[src/hw/rtl/lsp_pkg.sv]
// lsp_pkg: shared constants, operation and status codes and types for the lifo stack
// used by every file of the block; depends on nothing
package lsp_pkg;

    // storage geometry
    localparam int DEPTH  = 8;
    localparam int IDX_W  = (DEPTH > 1) ? $clog2(DEPTH) : 1;
    localparam int DATA_W = 32;
    localparam int OP_W   = 3;
    localparam int POS_W  = 4;
    localparam int CNT_W  = 4;
    localparam int ST_W   = 2;

    // request codes
    localparam logic [OP_W-1:0] OP_PUSH     = 3'd0;
    localparam logic [OP_W-1:0] OP_POP      = 3'd1;
    localparam logic [OP_W-1:0] OP_TRAVERSE = 3'd2;
    localparam logic [OP_W-1:0] OP_PEEP     = 3'd3;
    localparam logic [OP_W-1:0] OP_PEEK     = 3'd4;

    // result status codes
    localparam logic [ST_W-1:0] ST_OK       = 2'd0;
    localparam logic [ST_W-1:0] ST_OVERFLOW = 2'd1;
    localparam logic [ST_W-1:0] ST_EMPTY    = 2'd2;
    localparam logic [ST_W-1:0] ST_BADPOS   = 2'd3;

    // controller to datapath commands
    typedef struct packed {
        logic start;   // request transfer: execute it and load the first result
        logic step;    // load the next traverse result
    } lsp_cmd_t;

    // datapath to controller status
    typedef struct packed {
        logic trav_multi;  // request on the input is a traverse with more than one entry
        logic idx_zero;    // traverse has reached the bottom entry
    } lsp_stat_t;

endpackage

[src/hw/rtl/lsp_req_if.sv]
// lsp_req_if: request channel of the lifo stack (valid, ready, payload)
// depends on lsp_pkg
interface lsp_req_if;
    logic                                 valid;
    logic                                 ready;
    logic [lsp_pkg::OP_W-1:0]             op;
    logic signed [lsp_pkg::DATA_W-1:0]    push_value;
    logic [lsp_pkg::POS_W-1:0]            position;

    modport source (output valid, output op, output push_value, output position, input ready);
    modport sink   (input valid, input op, input push_value, input position, output ready);
endinterface

[src/hw/rtl/lsp_rsp_if.sv]
// lsp_rsp_if: result channel of the lifo stack (valid, ready, payload)
// depends on lsp_pkg
interface lsp_rsp_if;
    logic                                 valid;
    logic                                 ready;
    logic signed [lsp_pkg::DATA_W-1:0]    data;
    logic [lsp_pkg::ST_W-1:0]             status;
    logic [lsp_pkg::CNT_W-1:0]            depth_now;
    logic                                 last;

    modport source (output valid, output data, output status, output depth_now, output last,
                    input ready);
    modport sink   (input valid, input data, input status, input depth_now, input last,
                    output ready);
endinterface

[src/hw/rtl/lsp_ctrl.sv]
// lsp_ctrl: handshake and sequencing controller of the lifo stack
// depends on lsp_pkg; drives the datapath through lsp_cmd_t
module lsp_ctrl (
    input  logic              clk,
    input  logic              rst_n,
    input  logic              in_valid,
    output logic              in_ready,
    output logic              out_valid,
    input  logic              out_ready,
    input  lsp_pkg::lsp_stat_t stat,
    output lsp_pkg::lsp_cmd_t  cmd
);

    localparam logic S_IDLE = 1'b0;
    localparam logic S_TRAV = 1'b1;

    logic state_reg;
    logic state_next;
    logic out_valid_reg;
    logic out_valid_next;
    logic out_free;
    logic accept;

    // output register can take a new result this cycle
    assign out_free  = !out_valid_reg || out_ready;
    assign in_ready  = (state_reg == S_IDLE) && out_free;
    assign accept    = in_valid && in_ready;
    assign out_valid = out_valid_reg;

    // sequencing
    always_comb
    begin
        state_next = state_reg;
        cmd.start  = 1'b0;
        cmd.step   = 1'b0;
        case (state_reg)
            S_IDLE:
            begin
                if (accept)
                begin
                    cmd.start = 1'b1;
                    if (stat.trav_multi)
                    begin
                        state_next = S_TRAV;
                    end
                end
            end
            S_TRAV:
            begin
                if (out_free)
                begin
                    cmd.step = 1'b1;
                    if (stat.idx_zero)
                    begin
                        state_next = S_IDLE;
                    end
                end
            end
            default:
            begin
                state_next = S_IDLE;
            end
        endcase
    end

    // output valid flag
    always_comb
    begin
        if (cmd.start || cmd.step)
        begin
            out_valid_next = 1'b1;
        end
        else if (out_ready)
        begin
            out_valid_next = 1'b0;
        end
        else
        begin
            out_valid_next = out_valid_reg;
        end
    end

    always_ff @(posedge clk or negedge rst_n)
    begin
        if (!rst_n)
        begin
            state_reg     <= S_IDLE;
            out_valid_reg <= 1'b0;
        end
        else
        begin
            state_reg     <= state_next;
            out_valid_reg <= out_valid_next;
        end
    end

endmodule

[src/hw/rtl/lsp_dpath.sv]
// lsp_dpath: entry store, fill count, traverse index and result register of the lifo stack
// depends on lsp_pkg; commanded by lsp_ctrl
module lsp_dpath (
    input  logic                              clk,
    input  logic                              rst_n,
    input  logic [lsp_pkg::OP_W-1:0]          op,
    input  logic signed [lsp_pkg::DATA_W-1:0] push_value,
    input  logic [lsp_pkg::POS_W-1:0]         position,
    input  lsp_pkg::lsp_cmd_t                 cmd,
    output lsp_pkg::lsp_stat_t                stat,
    output logic signed [lsp_pkg::DATA_W-1:0] data,
    output logic [lsp_pkg::ST_W-1:0]          status,
    output logic [lsp_pkg::CNT_W-1:0]         depth_now,
    output logic                              last
);

    logic signed [lsp_pkg::DATA_W-1:0] entries_reg [lsp_pkg::DEPTH];
    logic [lsp_pkg::CNT_W-1:0]         count_reg;
    logic [lsp_pkg::CNT_W-1:0]         count_next;
    logic [lsp_pkg::IDX_W-1:0]         idx_reg;
    logic [lsp_pkg::IDX_W-1:0]         idx_next;

    logic signed [lsp_pkg::DATA_W-1:0] data_reg;
    logic signed [lsp_pkg::DATA_W-1:0] data_next;
    logic [lsp_pkg::ST_W-1:0]          status_reg;
    logic [lsp_pkg::ST_W-1:0]          status_next;
    logic [lsp_pkg::CNT_W-1:0]         depth_reg;
    logic [lsp_pkg::CNT_W-1:0]         depth_next;
    logic                              last_reg;
    logic                              last_next;

    logic [lsp_pkg::CNT_W-1:0]         rd_full;
    logic [lsp_pkg::IDX_W-1:0]         rd_addr;
    logic signed [lsp_pkg::DATA_W-1:0] rd_data;
    logic                              is_empty;
    logic                              is_full;
    logic                              wr_en;
    logic [lsp_pkg::CNT_W-1:0]         top_full;

    assign is_empty = (count_reg == '0);
    assign is_full  = (count_reg >= lsp_pkg::CNT_W'(lsp_pkg::DEPTH));
    assign top_full = count_reg - lsp_pkg::CNT_W'(1);

    // status towards the controller
    assign stat.trav_multi = (op == lsp_pkg::OP_TRAVERSE) && (count_reg > lsp_pkg::CNT_W'(1));
    assign stat.idx_zero   = (idx_reg == '0);

    // single read port address
    always_comb
    begin
        if (cmd.step)
        begin
            rd_full = lsp_pkg::CNT_W'(idx_reg);
        end
        else if (op == lsp_pkg::OP_PEEP)
        begin
            rd_full = count_reg - position;
        end
        else
        begin
            rd_full = top_full;
        end
    end

    assign rd_addr = rd_full[lsp_pkg::IDX_W-1:0];
    assign rd_data = entries_reg[rd_addr];

    // request execution and next result
    always_comb
    begin
        count_next  = count_reg;
        idx_next    = idx_reg;
        wr_en       = 1'b0;
        data_next   = data_reg;
        status_next = status_reg;
        depth_next  = depth_reg;
        last_next   = last_reg;
        if (cmd.step)
        begin
            data_next   = rd_data;
            status_next = lsp_pkg::ST_OK;
            depth_next  = count_reg;
            last_next   = (idx_reg == '0);
            idx_next    = idx_reg - lsp_pkg::IDX_W'(1);
        end
        else if (cmd.start)
        begin
            data_next   = '0;
            status_next = lsp_pkg::ST_OK;
            last_next   = 1'b1;
            case (op)
                lsp_pkg::OP_PUSH:
                begin
                    if (is_full)
                    begin
                        status_next = lsp_pkg::ST_OVERFLOW;
                    end
                    else
                    begin
                        wr_en      = 1'b1;
                        count_next = count_reg + lsp_pkg::CNT_W'(1);
                    end
                end
                lsp_pkg::OP_POP:
                begin
                    if (is_empty)
                    begin
                        status_next = lsp_pkg::ST_EMPTY;
                    end
                    else
                    begin
                        data_next  = rd_data;
                        count_next = top_full;
                    end
                end
                lsp_pkg::OP_TRAVERSE:
                begin
                    if (is_empty)
                    begin
                        status_next = lsp_pkg::ST_EMPTY;
                    end
                    else
                    begin
                        data_next = rd_data;
                        last_next = (count_reg == lsp_pkg::CNT_W'(1));
                        idx_next  = rd_addr - lsp_pkg::IDX_W'(1);
                    end
                end
                lsp_pkg::OP_PEEP:
                begin
                    if ((position == '0) || (position > count_reg))
                    begin
                        status_next = lsp_pkg::ST_BADPOS;
                    end
                    else
                    begin
                        data_next = rd_data;
                    end
                end
                lsp_pkg::OP_PEEK:
                begin
                    if (is_empty)
                    begin
                        status_next = lsp_pkg::ST_EMPTY;
                    end
                    else
                    begin
                        data_next = rd_data;
                    end
                end
                default:
                begin
                    status_next = lsp_pkg::ST_OK;
                end
            endcase
            depth_next = count_next;
        end
    end

    // fill count
    always_ff @(posedge clk or negedge rst_n)
    begin
        if (!rst_n)
        begin
            count_reg <= '0;
        end
        else
        begin
            count_reg <= count_next;
        end
    end

    // entry store and result payload, no reset
    always_ff @(posedge clk)
    begin
        if (wr_en)
        begin
            entries_reg[count_reg[lsp_pkg::IDX_W-1:0]] <= push_value;
        end
        idx_reg    <= idx_next;
        data_reg   <= data_next;
        status_reg <= status_next;
        depth_reg  <= depth_next;
        last_reg   <= last_next;
    end

    assign data      = data_reg;
    assign status    = status_reg;
    assign depth_now = depth_reg;
    assign last      = last_reg;

endmodule

[src/hw/rtl/lifo_stack_with_peep.sv]
// lifo_stack_with_peep: bounded lifo store of signed words with push, pop, peek, peep, traverse
// result: a request's first result is in the output register in the cycle after its transfer
// throughput: one request per cycle for push, pop, peek and peep while results are taken;
// traverse holds the request side until the single entry read port has given every entry
// reset: asynchronous active low, empties the store; entry contents are left unset
module lifo_stack_with_peep (
    input logic       clk,
    input logic       rst_n,
    lsp_req_if.sink   req,
    lsp_rsp_if.source rsp
);

    lsp_pkg::lsp_cmd_t  cmd;
    lsp_pkg::lsp_stat_t stat;

    // sequencing and handshakes
    lsp_ctrl u_ctrl (
        .clk       (clk),
        .rst_n     (rst_n),
        .in_valid  (req.valid),
        .in_ready  (req.ready),
        .out_valid (rsp.valid),
        .out_ready (rsp.ready),
        .stat      (stat),
        .cmd       (cmd)
    );

    // store, count and result register
    lsp_dpath u_dpath (
        .clk        (clk),
        .rst_n      (rst_n),
        .op         (req.op),
        .push_value (req.push_value),
        .position   (req.position),
        .cmd        (cmd),
        .stat       (stat),
        .data       (rsp.data),
        .status     (rsp.status),
        .depth_now  (rsp.depth_now),
        .last       (rsp.last)
    );

endmodule
[src/flat_wrapper.sv]
// flat-port wrapper written by rule: the top's interface ports become plain ports
module lifo_stack_with_peep_flat 
  (clk, rst_n, req_valid, req_op, req_push_value, req_position, req_ready, rsp_valid, rsp_data, rsp_status, rsp_depth_now, rsp_last, rsp_ready);
  lsp_req_if req_i ();
  lsp_rsp_if rsp_i ();
  input logic clk;
  input logic rst_n;
  input wire logic [$bits(req_i.valid)-1:0] req_valid;
  input wire logic [$bits(req_i.op)-1:0] req_op;
  input wire logic [$bits(req_i.push_value)-1:0] req_push_value;
  input wire logic [$bits(req_i.position)-1:0] req_position;
  output wire logic [$bits(req_i.ready)-1:0] req_ready;
  output wire logic [$bits(rsp_i.valid)-1:0] rsp_valid;
  output wire logic [$bits(rsp_i.data)-1:0] rsp_data;
  output wire logic [$bits(rsp_i.status)-1:0] rsp_status;
  output wire logic [$bits(rsp_i.depth_now)-1:0] rsp_depth_now;
  output wire logic [$bits(rsp_i.last)-1:0] rsp_last;
  input wire logic [$bits(rsp_i.ready)-1:0] rsp_ready;
  assign req_i.valid = req_valid;
  assign req_i.op = req_op;
  assign req_i.push_value = req_push_value;
  assign req_i.position = req_position;
  assign req_ready = req_i.ready;
  assign rsp_valid = rsp_i.valid;
  assign rsp_data = rsp_i.data;
  assign rsp_status = rsp_i.status;
  assign rsp_depth_now = rsp_i.depth_now;
  assign rsp_last = rsp_i.last;
  assign rsp_i.ready = rsp_ready;
  lifo_stack_with_peep u_core (.clk(clk), .rst_n(rst_n), .req(req_i), .rsp(rsp_i));
endmodule
[config.mk]
export PLATFORM = sky130hd
export DESIGN_NAME = lifo_stack_with_peep_flat
export DESIGN_NICKNAME = d
export VERILOG_FILES = /design/src/hw/rtl/lsp_pkg.sv /design/src/hw/rtl/lsp_req_if.sv /design/src/hw/rtl/lsp_rsp_if.sv /design/src/hw/rtl/lsp_ctrl.sv /design/src/hw/rtl/lsp_dpath.sv /design/src/hw/rtl/lifo_stack_with_peep.sv /design/src/flat_wrapper.sv
export SDC_FILE = /design/constraint.sdc
export NUM_CORES = 1
export LEC_CHECK = 0
export ABC_AREA = 1
export CAP_MARGIN = 20
export CORE_MARGIN = 2
export CORE_UTILIZATION = 40
export DETAILED_ROUTE_END_ITERATION = 12
export DONT_BUFFER_PORTS = 1
export HOLD_SLACK_MARGIN = 0.08
export PLACE_DENSITY = 0.66
export SLEW_MARGIN = 10
export SYNTH_ARGS = -nofsm -noshare
export SYNTH_HDL_FRONTEND = slang
export SYNTH_SLANG_ARGS = --single-unit
[constraint.sdc]
create_clock -name clk -period 4.4 [get_ports clk]
set_input_delay 1.32 -clock clk [delete_from_list [all_inputs] [get_ports clk]]
set_output_delay 1.32 -clock clk [all_outputs]
set_load 0.01 [all_outputs]
# [Word-level counts from Yosys, hierarchy flattened]
# Memory sizes are Yosys's and may differ from the RTL's.
# Cells that the tools add are included.
[totals] register_bits=48 mem_bits_rw=256 in_bits=43 out_inout_bits=41 wordCells=83 mem_count=1
[mem_list] name="u_core.u_dpath.entries_reg" words=8 word_bits=32 read_ports=1 rd_clocked_by_memory_dff=0 wr=1 line_no="lsp_dpath.sv:17" rtl="logic signed [lsp_pkg::DATA_W-1:0] entries_reg [lsp_pkg::DEPTH];"
[classes] n_addsub=5 n_lt_le_gt_ge=3 n_eq_ne=6 n_mux=41 n_bitwise=2 reduce_logical=17
[ops] cell="$mux W32" count=4
[ops] cell="$pmux W32 S2" count=1
[ops] cell="$mux W1" count=21
[ops] cell="$mux W3" count=6
[ops] cell="$mux W4" count=4
[ops] cell="$logic_not A4 Y1" count=2
[ops] cell="$pmux W4 S2" count=1
[ops] cell="$eq A3 B2 Y1 const B" count=2
[ops] cell="$logic_not A3 Y1" count=2
[ops] cell="$pmux W2 S3" count=1
[ops] cell="$reduce_bool A2 Y1" count=3
[ops] cell="$sub A3 B1 Y3 const B" count=2
[ops] cell="$add A4 B1 Y4 const B" count=1
[ops] cell="$eq A4 B1 Y1 const B" count=1
[ops] cell="$ge A4 B4 Y1 const B" count=1
[ops] cell="$gt A4 B1 Y1 const B" count=1
[ops] cell="$gt A4 B4 Y1" count=1
[ops] cell="$mux W2" count=2
[ops] cell="$sub A4 B1 Y4 const B" count=1
[ops] cell="$eq A3 B1 Y1 const B" count=1
[ops] cell="$eq A3 B3 Y1 const B" count=1
[ops] cell="$logic_and A1 B1 Y1" count=3
[ops] cell="$logic_or A1 B1 Y1" count=3
[ops] cell="$reduce_and A3 Y1" count=1
[ops] cell="7 further kinds" count=8

# [Longest topological paths before layout]
# Gate-level depths: netlist of run 1.
[logic_depth] ltp_word=10 ltp_mapped=16 mapped_depth_nobuf=15

# [Modules after synthesis]
# A second synthesis of run 1 with hierarchy kept.
[unflattened] hier_cells=1304 hier_area_um2=13500.4
[modules_own_cells] mod="lsp_dpath" n_inst=1 cells_per_inst=1289 area_each_um2=13390.3 seq_area_each_um2=9028.7
[modules_own_cells] mod="lsp_ctrl" n_inst=1 cells_per_inst=15 area_each_um2=110.1 seq_area_each_um2=50.0

# [Worst setup path before layout of run 1]
# OpenSTA, ideal clock, no wires.
[synth_timing] path_kind="in2reg" from="input port rsp_ready" to="memory u_core.u_dpath.entries_reg[3][0] in the netlist's numbering, enable pin" setup_ns=0.461 t_arrival_ns=4.311 t_required_ns=3.939 path_slack_ns=-0.372 stages=8 path_buffers=0 path_cell_list="inv_2 nand2_2 inv_1 nor2_1 nand2_1 nor2_1 nand2_1 nor3_1"
[synth_via] elab_chain_cells=9 word_cells_on_any_way=11 cone_classes="mux: 8; reduce/logical: 3"
[synth_rtl] item="start, declared" line_no="flat_wrapper.sv:18" rtl="input wire logic [$bits(rsp_i.ready)-1:0] rsp_ready;"
[synth_rtl] item="$logic_or A1 B1 Y1" line_no="lsp_ctrl.sv:25" rtl="assign out_free = !out_valid_reg || out_ready;"
[synth_rtl] item="$logic_and A1 B1 Y1" line_no="lsp_ctrl.sv:26" rtl="assign in_ready = (state_reg == S_IDLE) && out_free;"
[synth_rtl] item="named net req_ready" line_no="flat_wrapper.sv:12" rtl="output wire logic [$bits(req_i.ready)-1:0] req_ready;"
[synth_rtl] item="$logic_and A1 B1 Y1" line_no="lsp_ctrl.sv:27" rtl="assign accept = in_valid && in_ready;"
[synth_rtl] item="$mux W1" line_no="lsp_ctrl.sv:39" rtl="if (accept)"
[synth_rtl] item="$mux W1" line_no="lsp_ctrl.sv:36" rtl="case (state_reg)"
[synth_rtl] item="$mux W1" line_no="lsp_dpath.sv:86" rtl="else if (cmd.start)"
[synth_rtl] item="$mux W1" line_no="lsp_dpath.sv:78" rtl="if (cmd.step)"
[synth_rtl] item="$mux W1" line_no="lsp_dpath.sv:176" rtl="if (wr_en)"
[synth_rtl] item="$mux W1 (not written as such)" line_no="lsp_dpath.sv:178" rtl="entries_reg[count_reg[lsp_pkg::IDX_W-1:0]] <= push_value;"
[synth_rtl] item="end, declared" line_no="lsp_dpath.sv:17"
# The timed path passes the listed nets, and every way through them passes these cells.

# [Worst setup path in the final report of run 1]
[layout_timing] from="register u_core.u_dpath.count_reg[0] in the netlist's numbering" to="register u_core.u_dpath.data_reg (netlist bit u_core.u_dpath.data[26]), data pin"
[layout_via] elab_chain_cells=8 word_cells_on_any_way=13 cone_classes="add/sub: 2; order compare: 1; mux: 7; reduce/logical: 2; memory: 1"
[layout_rtl] item="start, declared" line_no="lsp_dpath.sv:18" rtl="logic [lsp_pkg::CNT_W-1:0] count_reg;"
[layout_rtl] item="start signal, assigned" line_no="lsp_dpath.sv:169" rtl="count_reg <= count_next;"
[layout_rtl] item="$sub A4 B1 Y4 / $sub A3 B3 Y3 (equally long branches)" line_no="lsp_dpath.sv:42, lsp_dpath.sv:57"
[layout_rtl] item="$mux W3" line_no="lsp_dpath.sv:55" rtl="else if (op == lsp_pkg::OP_PEEP)"
[layout_rtl] item="$mux W3" line_no="lsp_dpath.sv:51" rtl="if (cmd.step)"
[layout_rtl] item="$mem_v2 Z8 W32"
[layout_rtl] item="$mux W32, on equally long branches"
[layout_rtl] item="$pmux W32 S2" line_no="lsp_dpath.sv:91" rtl="case (op)"
[layout_rtl] item="$mux W32" line_no="lsp_dpath.sv:86"
[layout_rtl] item="$mux W32 (*)" line_no="lsp_dpath.sv:78"
[layout_rtl] item="named net u_core.u_dpath.data_next, one bit" line_no="lsp_dpath.sv:24" rtl="logic signed [lsp_pkg::DATA_W-1:0] data_next;"
[layout_rtl] item="end signal, assigned" line_no="lsp_dpath.sv:181" rtl="data_reg <= data_next;"
[layout_rtl] item="end, declared" line_no="lsp_dpath.sv:23" rtl="logic signed [lsp_pkg::DATA_W-1:0] data_reg;"
# Mark *: on every way through the listed nets, which the timed path passes. The rest lies on a longest branch. The select of a mux whose other input is x is not followed.
# A chain may end at the register's enable or synchronous reset.

==> flow_metrics.env, run 1 <==
export IMPL_synth_area_leaders="edfxtp_1 65%, nand3_1 8.6%, nand2_1 6.7%, inv_1 5.8%, nor2_1 3.9%"
export IMPL_wl_per_cell_um=18.1
export IMPL_maxSlewHeadroom_pct=44.5
export IMPL_finalClockSkew_ns=0.0259
export IMPL_maxSlewViolCount=0
export IMPL_worst_skew_pair_late_latency_ns=0.57
export IMPL_end_kind="flip-flop"
export IMPL_tightestPinTransition_ns=0.831
export IMPL_intPower_mw=6.34
export IMPL_cts_htree_levels=1
export IMPL_p_sw_mw=3.98
export IMPL_cp_required_ns=4.80
export IMPL_r2r_start="u_core.u_dpath.count_reg[0]"
export IMPL_tritoncts="built"
export IMPL_area_delta_synth_final_pct=11.8
export IMPL_start_util_pct=40.6
export IMPL_fill_cells=3013
export IMPL_fin_nets=1340
export IMPL_setup_violations=0
export IMPL_first_iter_violations=669
export IMPL_final_seq_area_sq_um=9080
export IMPL_antenna_found_initial=0
export IMPL_finalCritPeriodShare_pct=70.6
export IMPL_syn_avg_cell_area_sq_um=10.5
export IMPL_dieArea_sq_um=35400
export IMPL_first_pass_iters=5
export IMPL_max_freq_mhz=322
export IMPL_status="complete, no violations"
export IMPL_crit_path_max_fanout=45
export IMPL_syn_cell_area_sq_um=13600
export IMPL_numCtsBuffers=31
export IMPL_reg2reg_to="u_core.u_dpath.data[26]"
export IMPL_synth_seq_cells=304
export IMPL_cts_root_buf="clkbuf_16"
export IMPL_drt_total_wl_um=31800
export IMPL_seqPwrFrac_pct=37.2
export IMPL_synthCells=1290
export IMPL_mostFrequentLayoutCells="296 x edfxtp_1, 240 x nand2_1, 232 x nand3_1, 209 x inv_1, 137 x nor2_1"
export IMPL_rsz0062_at_grt="no"
export IMPL_mostFrequentLayoutCell="edfxtp_1"
export IMPL_synth_top_area_share_pct=65.5
export IMPL_grt_pass1_vias=8790
export IMPL_grt_pass1_wl_um=50200
export IMPL_synth_cell_types=33
export IMPL_arrival_ns=3.50
export IMPL_synth_xor_area_share_pct=0.194
export IMPL_synth_warning_count=0
export IMPL_drive_gt1_share_pct=7.70
export IMPL_io_pins=84
export IMPL_cts_hold_buffers=0
export IMPL_startpoint_type="flip-flop"
export IMPL_vias_per_cell=5.04
export IMPL_pwr_share_comb_pct=36.6
export IMPL_core_sq_um=33400
export IMPL_row_count=67
export IMPL_largest_reg_flops=256
export IMPL_cts_sinks=304
export IMPL_multi_input_comb_area_sq_um=3370
export IMPL_timing_hold_ws_ns=0.443
export IMPL_synth_top_cell_by_area="edfxtp_1"
export IMPL_dr_total_vias=8867
export IMPL_pwr_share_clk_pct=26.1
export IMPL_yosys_area_share_simple_pct=21.9
export IMPL_worstSetupPathType="flip-flop to flip-flop"
export IMPL_maxCapViolCount=0
export IMPL_timing_final_crit_period_ns=3.11
export IMPL_synth_mux_area_share_pct=0
export IMPL_grt_max_degree=59
export IMPL_switching_share_pct=38.5
export IMPL_grt_overflow=0
export IMPL_reg2reg_depth=16
export IMPL_finalHoldViolCount=0
export IMPL_track_usage_pct=18.1
export IMPL_ir_drop_v=0.000455
export IMPL_die_height_um=188
export IMPL_gp_congestion=0.836
export IMPL_drc=0
export IMPL_worst_slack_ns=1.29
export IMPL_place_ws_ns=0.725
export IMPL_final_antenna_net_count=0
export IMPL_synth_compound_gate_area_share_pct=1.15
export IMPL_hold_class="primary input to async pin"
export IMPL_dp_hpwl_um=18500
export IMPL_die_w_um=188
export IMPL_io_buffers=0
export IMPL_power_leakage_nw=6.27
export IMPL_p_per_area_nw_per_um2=680
export IMPL_clk_path_buf_depth=3
export IMPL_synthAdderAreaFrac_pct=1.07
export IMPL_clkSlewWorstSetupHoldPaths_ns=0.06
export IMPL_r2r_slack_ns=1.29
export IMPL_num_antenna_cells=0
export IMPL_syn_nets=1344
export IMPL_seq_area_frac_synth_pct=66.9
export IMPL_synth_top_family_by_area="simple AND/OR/NAND/NOR gates"
export IMPL_cts_resized_gates=0
export IMPL_post_cts_buffers=0
-- worst max path at each step --
stage / startpoint / endpoint / slack [ns] / depth (start not counted)
2_1_floorplan: rsp_ready / u_core.u_dpath.entries_reg[3][0] / -0.37 / 8
3_3_place_gp: req_position[0] / u_core.u_dpath.data[9] / 0.74 / 11
3_5_place_dp: req_position[0] / u_core.u_dpath.idx_reg[2] / 0.73 / 9
4_1_cts: u_core.u_dpath.count_reg[0] / u_core.u_dpath.data[26] / 1.30 / 16
5_1_grt: req_position[0] / u_core.u_dpath.data[5] / 1.05 / 11
6_report: u_core.u_dpath.count_reg[0] / u_core.u_dpath.data[26] / 1.29 / 16
-- per-stage QoR --
stage | setup TNS, ns | utilization, % | std cells | total power, mW | cell area, sq um
4_1_cts | 0 | 45.4 | 1759 | 10.4 | 15200
6_report | 0 | 45.4 | 1759 | 10.3 | 15200
3_3_place_gp | 0 | 42.2 | 1701 | 7.64 | 14100
3_5_place_dp | 0 | 42.2 | 1701 | 7.68 | 14100
2_1_floorplan | -47.36 | - | 1290 | 6.72 | 13600
5_1_grt | 0 | 45.4 | 1759 | 11.0 | 15200
-- cell usage after synthesis, drive strengths merged --
cell and instances:
nor2 143, clkinv 1, nor3 4, nand3 234
o41ai 2, o21ai 16, ha 10, dfxtp 2
o211ai 3, o311ai 2, buf 52, edfxtp 296
nand2 248, nand3b 32, a21oi 3, fa 1
xor2 3, dfrtp 6, nand4 2, inv 215
or2 2, clkbuf 13
-- routing by layer --
metal	up-vias	share of wire (%)	global-route usage, %
met3	45	6.3	2.98
met4	0	2.1	4.94
met1	4289	43	24.0
met5	-	0	0
met2	293	48	30.7
li1	4240	-	-
-- power groups by stage --
stage	sequential (mW)	combinational, mW	clock, mW
floorplan	3.82	2.91	0
finish	3.84	3.78	2.70
detailed placement	3.91	3.77	0
global placement	3.92	3.72	0
CTS	3.86	3.79	2.75
global route	3.87	4.27	2.86
-- kinds of logic after synthesis --
group / after synthesis
and+or+nand+nor: 665
DFF: 304
buffers and inverters: 281
AOI/OAI and AO/OA: 26
adders and majority gates: 11
xor gates and xnor gates: 3
-- cell type report --
cell class,instances,share of cell area (%)
flip-flops and latches,304,59.8
multi-input cells,705,22.2
inverters,216,5.34
clock buffers,33,5.16
well taps,448,3.69
repair buffers,28,1.96
clock inverters,25,1.78
-- critical path, cell delays in order, from the launching register on --
cell and delay (ns):
dfrtp_1 0.50, inv_1 0.26, ha_1 0.19, inv_1 0.04, fa_1 0.38, inv_1 0.06, nand2_1 0.04, nand2_1 0.06
nand2_1 0.06, nand2_1 0.07, nand2_1 0.07, nand2_4 0.49, buf_4 0.33, nand2_1 0.07, nor2_1 0.10, nor2_1 0.05
nor2_1 0.14
(Power assumes the default switching activity.)
==> inputs of run 2 (changes only) <==
--- a/config.mk
+++ b/config.mk
@@ -12,7 +12,7 @@
 export DETAILED_ROUTE_END_ITERATION = 12
 export DONT_BUFFER_PORTS = 1
 export HOLD_SLACK_MARGIN = 0.08
-export PLACE_DENSITY = 0.66
+export PLACE_DENSITY = 0.68
 export SLEW_MARGIN = 10
 export SYNTH_ARGS = -nofsm -noshare
 export SYNTH_HDL_FRONTEND = slang
==> constraint.sdc (replaced) <==
create_clock -name clk -period 2.7 [get_ports clk]
set_input_delay 0.81 -clock clk [delete_from_list [all_inputs] [get_ports clk]]
set_output_delay 0.81 -clock clk [all_outputs]
set_load 0.01 [all_outputs]
==> run 2 against run 1 <==
  * Routed wire length decreased by 0.88%
  * Highest routed layer unchanged
  * Sequential cell count unchanged
  * Largest power group is now combinational cells
  * Clock power increased by 61%
  * First-iteration DRC count increased by 22%
  * Sequential share of layout area decreased by 1.8 points
==> flow_metrics.env, run 2 (synthesized netlist as in run 1, its figures left out) <==
export IMPL_switching_share_pct=38.3
export IMPL_cts_hold_buffers=1
export IMPL_start_util_pct=40.6
export IMPL_maxSlewViolCount=0
export IMPL_dieArea_sq_um=35400
export IMPL_area_delta_synth_final_pct=15.2
export IMPL_drive_gt1_share_pct=9.53
export IMPL_max_freq_mhz=419
export IMPL_rsz0062_at_grt="no"
export IMPL_grt_pass1_vias=8964
export IMPL_place_ws_ns=0.0163
export IMPL_cts_sinks=304
export IMPL_setup_violations=0
export IMPL_cts_htree_levels=2
export IMPL_drt_total_wl_um=31500
export IMPL_multi_input_comb_area_sq_um=3440
export IMPL_maxCapViolCount=0
export IMPL_grt_overflow=0
export IMPL_vias_per_cell=5.01
export IMPL_num_antenna_cells=0
export IMPL_dr_total_vias=8920
export IMPL_cp_required_ns=2.96
export IMPL_finalCritPeriodShare_pct=88.4
export IMPL_worst_slack_ns=0.314
export IMPL_p_sw_mw=6.75
export IMPL_worst_skew_pair_late_latency_ns=0.50
export IMPL_power_leakage_nw=6.45
export IMPL_finalSetupTns_ns=0
export IMPL_cts_root_buf="clkbuf_16"
export IMPL_mostFrequentLayoutCell="edfxtp_1"
export IMPL_row_count=67
export IMPL_totalPowerFinal_mw=17.7
export IMPL_pwr_share_comb_pct=40.0
export IMPL_die_height_um=188
export IMPL_tightestPinTransition_ns=0.546
export IMPL_finish_utilization_pct=46.8
export IMPL_largest_reg_flops=256
export IMPL_timing_final_crit_period_ns=2.39
export IMPL_p_per_area_nw_per_um2=1130
export IMPL_finalClockSkew_ns=0.0124
export IMPL_io_pins=84
export IMPL_arrival_ns=2.64
export IMPL_core_sq_um=33400
export IMPL_cts_resized_gates=0
export IMPL_timing_hold_ws_ns=0.397
export IMPL_worstSetupPathType="flip-flop to flip-flop"
export IMPL_first_pass_iters=7
export IMPL_fin_nets=1363
export IMPL_final_seq_area_sq_um=9080
export IMPL_die_w_um=188
export IMPL_dp_hpwl_um=18800
export IMPL_gp_congestion=0.821
export IMPL_intPower_mw=10.9
export IMPL_io_buffers=0
export IMPL_pwr_share_clk_pct=24.6
export IMPL_hold_class="primary input to flip-flop"
export IMPL_crit_path_max_fanout=51
export IMPL_track_usage_pct=17.9
export IMPL_status="complete, no violations"
export IMPL_post_cts_buffers=0
export IMPL_first_iter_violations=813
export IMPL_ir_drop_v=0.000941
export IMPL_numCtsBuffers=34
export IMPL_antenna_found_initial=0
export IMPL_seqPwrFrac_pct=35.4
export IMPL_final_antenna_net_count=0
export IMPL_grt_max_degree=52
export IMPL_drc=0
export IMPL_fill_cells=2998
export IMPL_wl_per_cell_um=17.7
export IMPL_grt_pass1_wl_um=49300
export IMPL_startpoint_type="flip-flop"
export IMPL_clkSlewWorstSetupHoldPaths_ns=0.06
export IMPL_finalHoldViolCount=0
export IMPL_tritoncts="built"
export IMPL_maxSlewHeadroom_pct=63.1
export IMPL_end_kind="flip-flop"
export IMPL_mostFrequentLayoutCells="296 x edfxtp_1, 236 x nand2_1, 232 x nand3_1, 208 x inv_1, 135 x nor2_1"
export IMPL_clk_path_buf_depth=3
run 2: cell type report:
cell class	instances	area share [%]
flip-flops and latches	304	58.0
multi-input cells	705	22.0
clock buffers	46	5.86
inverters	216	5.28
repair buffers	48	4.48
well taps	448	3.58
clock inverters	13	0.776
run 2: power groups by stage:
stage	Clock [mW]	Sequential [mW]	Combinational (mW)
3_3_place_gp	0	6.37	6.90
5_1_grt	4.60	6.29	7.91
6_report	4.34	6.25	7.07
4_1_cts	4.42	6.27	7.10
2_1_floorplan	0	6.24	4.80
3_5_place_dp	0	6.36	7.05
run 2: final timing paths:
path                                             start                               end  slack, ns  depth (start not counted)
max                        u_core.u_dpath.count_reg[0]           u_core.u_dpath.data[13]       0.31                         11
min                                  req_push_value[0]  u_core.u_dpath.entries_reg[2][0]       0.40                          0
max reg2reg                u_core.u_dpath.count_reg[0]           u_core.u_dpath.data[13]       0.31                         11
min reg2reg                   u_core.u_dpath.status[0]          u_core.u_dpath.status[0]       0.51                          2
max in group asynchronous                        rst_n       u_core.u_dpath.count_reg[2]       1.86                          1
min in group asynchronous                        rst_n           u_core.u_ctrl.out_valid       0.62                          1
run 2: layer usage:
| metal | vias to the layer above | GRT usage (%) | wire (um) |
|---|---|---|---|
| li1 | 4285 | - | - |
| met1 | 4294 | 22.8 | 13100 |
| met2 | 285 | 30.4 | 15500 |
| met3 | 56 | 3.97 | 2150 |
| met4 | 0 | 6.09 | 780 |
| met5 | - | 0 | 0 |
run 2: metrics by stage:
step                      std cells  area, sq um
after floorplan                1290        13700
after global placement         1720        14600
after detailed placement       1720        14600
after CTS                      1780        15600
after global routing           1780        15600
final                          1780        15600
run 2: critical path, stage by stage, from the launching register on:
cell     delay, ns
dfrtp_1       0.37
buf_4         0.17
ha_1          0.30
nand4_1       0.16
nand3_4       0.15
nand2_4       0.23
buf_12        0.28
nand2_1       0.08
nand3_1       0.08
nand2_1       0.06
nor2_1        0.15
nor2_1        0.07
==> inputs of run 3 (changes only) <==
--- a/config.mk
+++ b/config.mk
@@ -5,7 +5,6 @@
 export SDC_FILE = /design/constraint.sdc
 export NUM_CORES = 1
 export LEC_CHECK = 0
-export ABC_AREA = 1
 export CAP_MARGIN = 20
 export CORE_MARGIN = 2
 export CORE_UTILIZATION = 40
==> run 3 against run 2 <==
  * The run now ends with negative setup slack left
  * Clock power is 2% lower
  * Register-to-register slack worse by 0.43 ns
  * Clock skew is 0.017 ns higher
  * Via count is 3.1% lower
  * Non-clock buffer count is 56 higher
  * Power is 7.8% higher
  * Core utilization is 2.8 points higher
  * Setup slack worse by 0.43 ns
  * Sequential power is 1% lower
  * First-iteration DRC count is 8.5% higher
  * Global-route usage is 0.77 points higher
  * Critical path depth is 1 higher
  * Largest power group unchanged
==> flow_metrics.env, run 3 <==
export IMPL_status="complete, but fails checks"
export IMPL_violations="negative setup slack"
export IMPL_end_kind="flip-flop"
export IMPL_fill_cells=2832
export IMPL_grt_pass1_vias=8697
export IMPL_core_sq_um=33400
export IMPL_dr_total_vias=8644
export IMPL_synth_cell_types=54
export IMPL_clkSlewWorstSetupHoldPaths_ns=0.06
export IMPL_synth_area_leaders="edfxtp_1 66%, mux2_2 8.4%, a32oi_1 4.1%, nand2_1 3.7%, o21ai_0 2.7%"
export IMPL_die_height_um=188
export IMPL_syn_avg_cell_area_sq_um=14.4
export IMPL_cp_required_ns=2.97
export IMPL_worstSetupPathType="flip-flop to flip-flop"
export IMPL_clk_path_buf_depth=3
export IMPL_gp_congestion=0.800
export IMPL_slowest_delay_ns=0.42
export IMPL_num_antenna_cells=0
export IMPL_grt_pass1_wl_um=50700
export IMPL_antenna_found_initial=0
export IMPL_die_w_um=188
export IMPL_p_sw_mw=6.57
export IMPL_first_pass_iters=6
export IMPL_final_seq_area_sq_um=9080
export IMPL_timing_final_crit_period_ns=2.82
export IMPL_first_iter_violations=882
export IMPL_async_flop_share_pct=1.97
export IMPL_dieArea_sq_um=35200
export IMPL_yosysMostFrequentCell="edfxtp_1"
export IMPL_mostFrequentLayoutCells="296 x edfxtp_1, 133 x nand2_1, 91 x mux2_2, 74 x o21ai_0, 58 x buf_4"
export IMPL_row_count=67
export IMPL_pwr_share_comb_pct=45.4
export IMPL_finalSetupTns_ns=-1.84
export IMPL_switching_share_pct=34.5
export IMPL_synth_top_cell_by_area="edfxtp_1"
export IMPL_yosys_area_share_simple_pct=5.82
export IMPL_drt_total_wl_um=33900
export IMPL_setup_violations=28
export IMPL_finalClockSkew_ns=0.0297
export IMPL_max_freq_mhz=355
export IMPL_synth_edff_count=296
export IMPL_mostFrequentLayoutCell="edfxtp_1"
export IMPL_cp_common_cell="mux2i_4"
export IMPL_tritoncts="built"
export IMPL_grt_max_degree=35
export IMPL_startpoint_type="flip-flop"
export IMPL_worst_skew_pair_late_latency_ns=0.52
export IMPL_synthCells=936
export IMPL_crit_path_max_fanout=4
export IMPL_maxCapViolCount=0
export IMPL_power_leakage_nw=5.64
export IMPL_io_pins=84
export IMPL_cts_root_buf="clkbuf_16"
export IMPL_ir_drop_v=0.000583
export IMPL_totalPowerFinal_mw=19.0
export IMPL_finalCritPeriodShare_pct=104
export IMPL_pwr_share_clk_pct=22.2
export IMPL_wl_per_cell_um=22.8
export IMPL_synth_mux_area_share_pct=13.3
export IMPL_dp_cells=1408
export IMPL_cts_htree_levels=2
export IMPL_finalHoldViolCount=0
export IMPL_synth_top_area_share_pct=65.9
export IMPL_fin_nets=1071
export IMPL_io_buffers=0
export IMPL_largest_reg_flops=256
export IMPL_drive_gt1_share_pct=31.4
export IMPL_vias_per_cell=5.81
export IMPL_seqPwrFrac_pct=32.4
export IMPL_synth_xor_area_share_pct=0.389
export IMPL_seq_area_frac_synth_pct=67.3
export IMPL_final_antenna_net_count=0
export IMPL_crit_path_top_delay_cell="dfrtp_1"
export IMPL_cts_sinks=304
export IMPL_track_usage_pct=18.7
export IMPL_intPower_mw=12.5
export IMPL_tightestPinTransition_ns=0.612
export IMPL_place_ws_ns=-0.486
export IMPL_rsz0062_at_grt="yes"
export IMPL_syn_nets=990
export IMPL_hold_class="primary input to flip-flop"
export IMPL_synth_seq_cells=304
export IMPL_fin_cells=1488
export IMPL_ys_top_cells_by_count="296 x edfxtp_1, 134 x nand2_1, 101 x mux2_2, 74 x o21ai_0, 63 x a32oi_1"
export IMPL_synth_top_family_by_area="multiplexers"
export IMPL_numCtsBuffers=34
export IMPL_synth_compound_gate_area_share_pct=9.85
export IMPL_arrival_ns=3.08
export IMPL_synth_ff_type="edfxtp_1"
export IMPL_dp_hpwl_um=19700
export IMPL_drc=0
export IMPL_maxSlewHeadroom_pct=58.9
export IMPL_start_util_pct=40.4
export IMPL_grt_overflow=0
export IMPL_synthAdderAreaFrac_pct=1.08
export IMPL_syn_cell_area_sq_um=13500
export IMPL_multi_input_comb_area_sq_um=4590
export IMPL_p_per_area_nw_per_um2=1150
export IMPL_area_delta_synth_final_pct=22.6
export IMPL_worst_slack_ns=-0.118
export IMPL_maxSlewViolCount=0
export IMPL_path_cells="inv_4 > ha_4 > inv_2 > fa_2 > xnor2_4 > mux2i_4 > mux2i_4 > buf_6 > buf_4 > mux2_4 > a32oi_2 > nand2_1"
export IMPL_synth_warning_count=0
## run 3: repair_timing
item / CTS / global route
hold buffers: 1 / 0
hold endpoints to repair: 6 / 0
buffers inserted: 11 / 7
endpoints found under the setup margin: 32 / 32
pin swaps: 10 / 17
resized for setup: 32 / 23
gates cloned: 1 / 2
## run 3: stage by stage
stage / hold WS [ns] / util (%) / cell area, sq um
after floorplan: 0.494 / - / 13800
after global placement: 0.515 / 45.0 / 15000
after detailed placement: 0.515 / 45.0 / 15000
after CTS: 0.365 / 49.0 / 16300
after global routing: 0.357 / 49.6 / 16500
final: 0.379 / 49.6 / 16500
## run 3: power groups by stage
stage	Combinational, mW	Clock [mW]	Sequential, mW
4_1_cts	8.10	4.32	6.18
3_3_place_gp	7.21	0	6.28
2_1_floorplan	4.83	0	6.17
5_1_grt	9.16	4.51	6.21
6_report	8.64	4.24	6.17
3_5_place_dp	7.34	0	6.27
## run 3: metal layers
layer  routed length, um  part of all wire [%]  vias up  track usage, %
met3                2870                   8.5       74            4.19
met1               13900                    41     4358            24.4
met4                 825                   2.4        0            6.06
met2               16300                    48      377            31.1
li1                    -                     -     3835               -
met5                   0                     0        -               0
## run 3: worst paths after layout
check,start,to,slack [ns],cells past startpoint
worst max-delay path,u_core.u_dpath.count_reg[0],u_core.u_dpath.data[20],-0.12,12
worst min-delay path,req_push_value[25],u_core.u_dpath.entries_reg[7][25],0.38,0
worst max register to register,u_core.u_dpath.count_reg[0],u_core.u_dpath.data[20],-0.12,12
worst min register to register,u_core.u_dpath.status[0],u_core.u_dpath.status[0],0.57,2
max in group asynchronous,rst_n,u_core.u_dpath.count_reg[1],1.86,1
min in group asynchronous,rst_n,u_core.u_ctrl.state_reg,0.61,1
## run 3: worst max-delay path, delay by kind of cell (launching register included)
family | cells | cell delay, ns
simple gates | 1 | 0.09
mux | 3 | 0.64
flops | 1 | 0.42
compound gates | 1 | 0.22
fa+ha+maj | 2 | 0.49
xor+xnor | 1 | 0.21
buf+inv | 4 | 0.48
## run 3: area by class of cell
cell class	count	area share [%]
sequential	304	54.9
multi-input combinational	564	27.8
timing repair buffer	104	7.61
clock buffer	39	5.26
tap	448	3.39
clock inverter	20	0.885
inverter	9	0.219
## run 3: logic make-up (layout without fill, tap and decap cells)
family / after synthesis / after routing
multiplexers: 163 / 163
AND/OR/NAND/NOR: 186 / 186
XOR/XNOR: 6 / 6
buffers and inverters: 68 / 172
AO/OA/AOI/OAI: 198 / 198
flip-flops: 304 / 304
adder cells (fa/ha/maj): 11 / 11
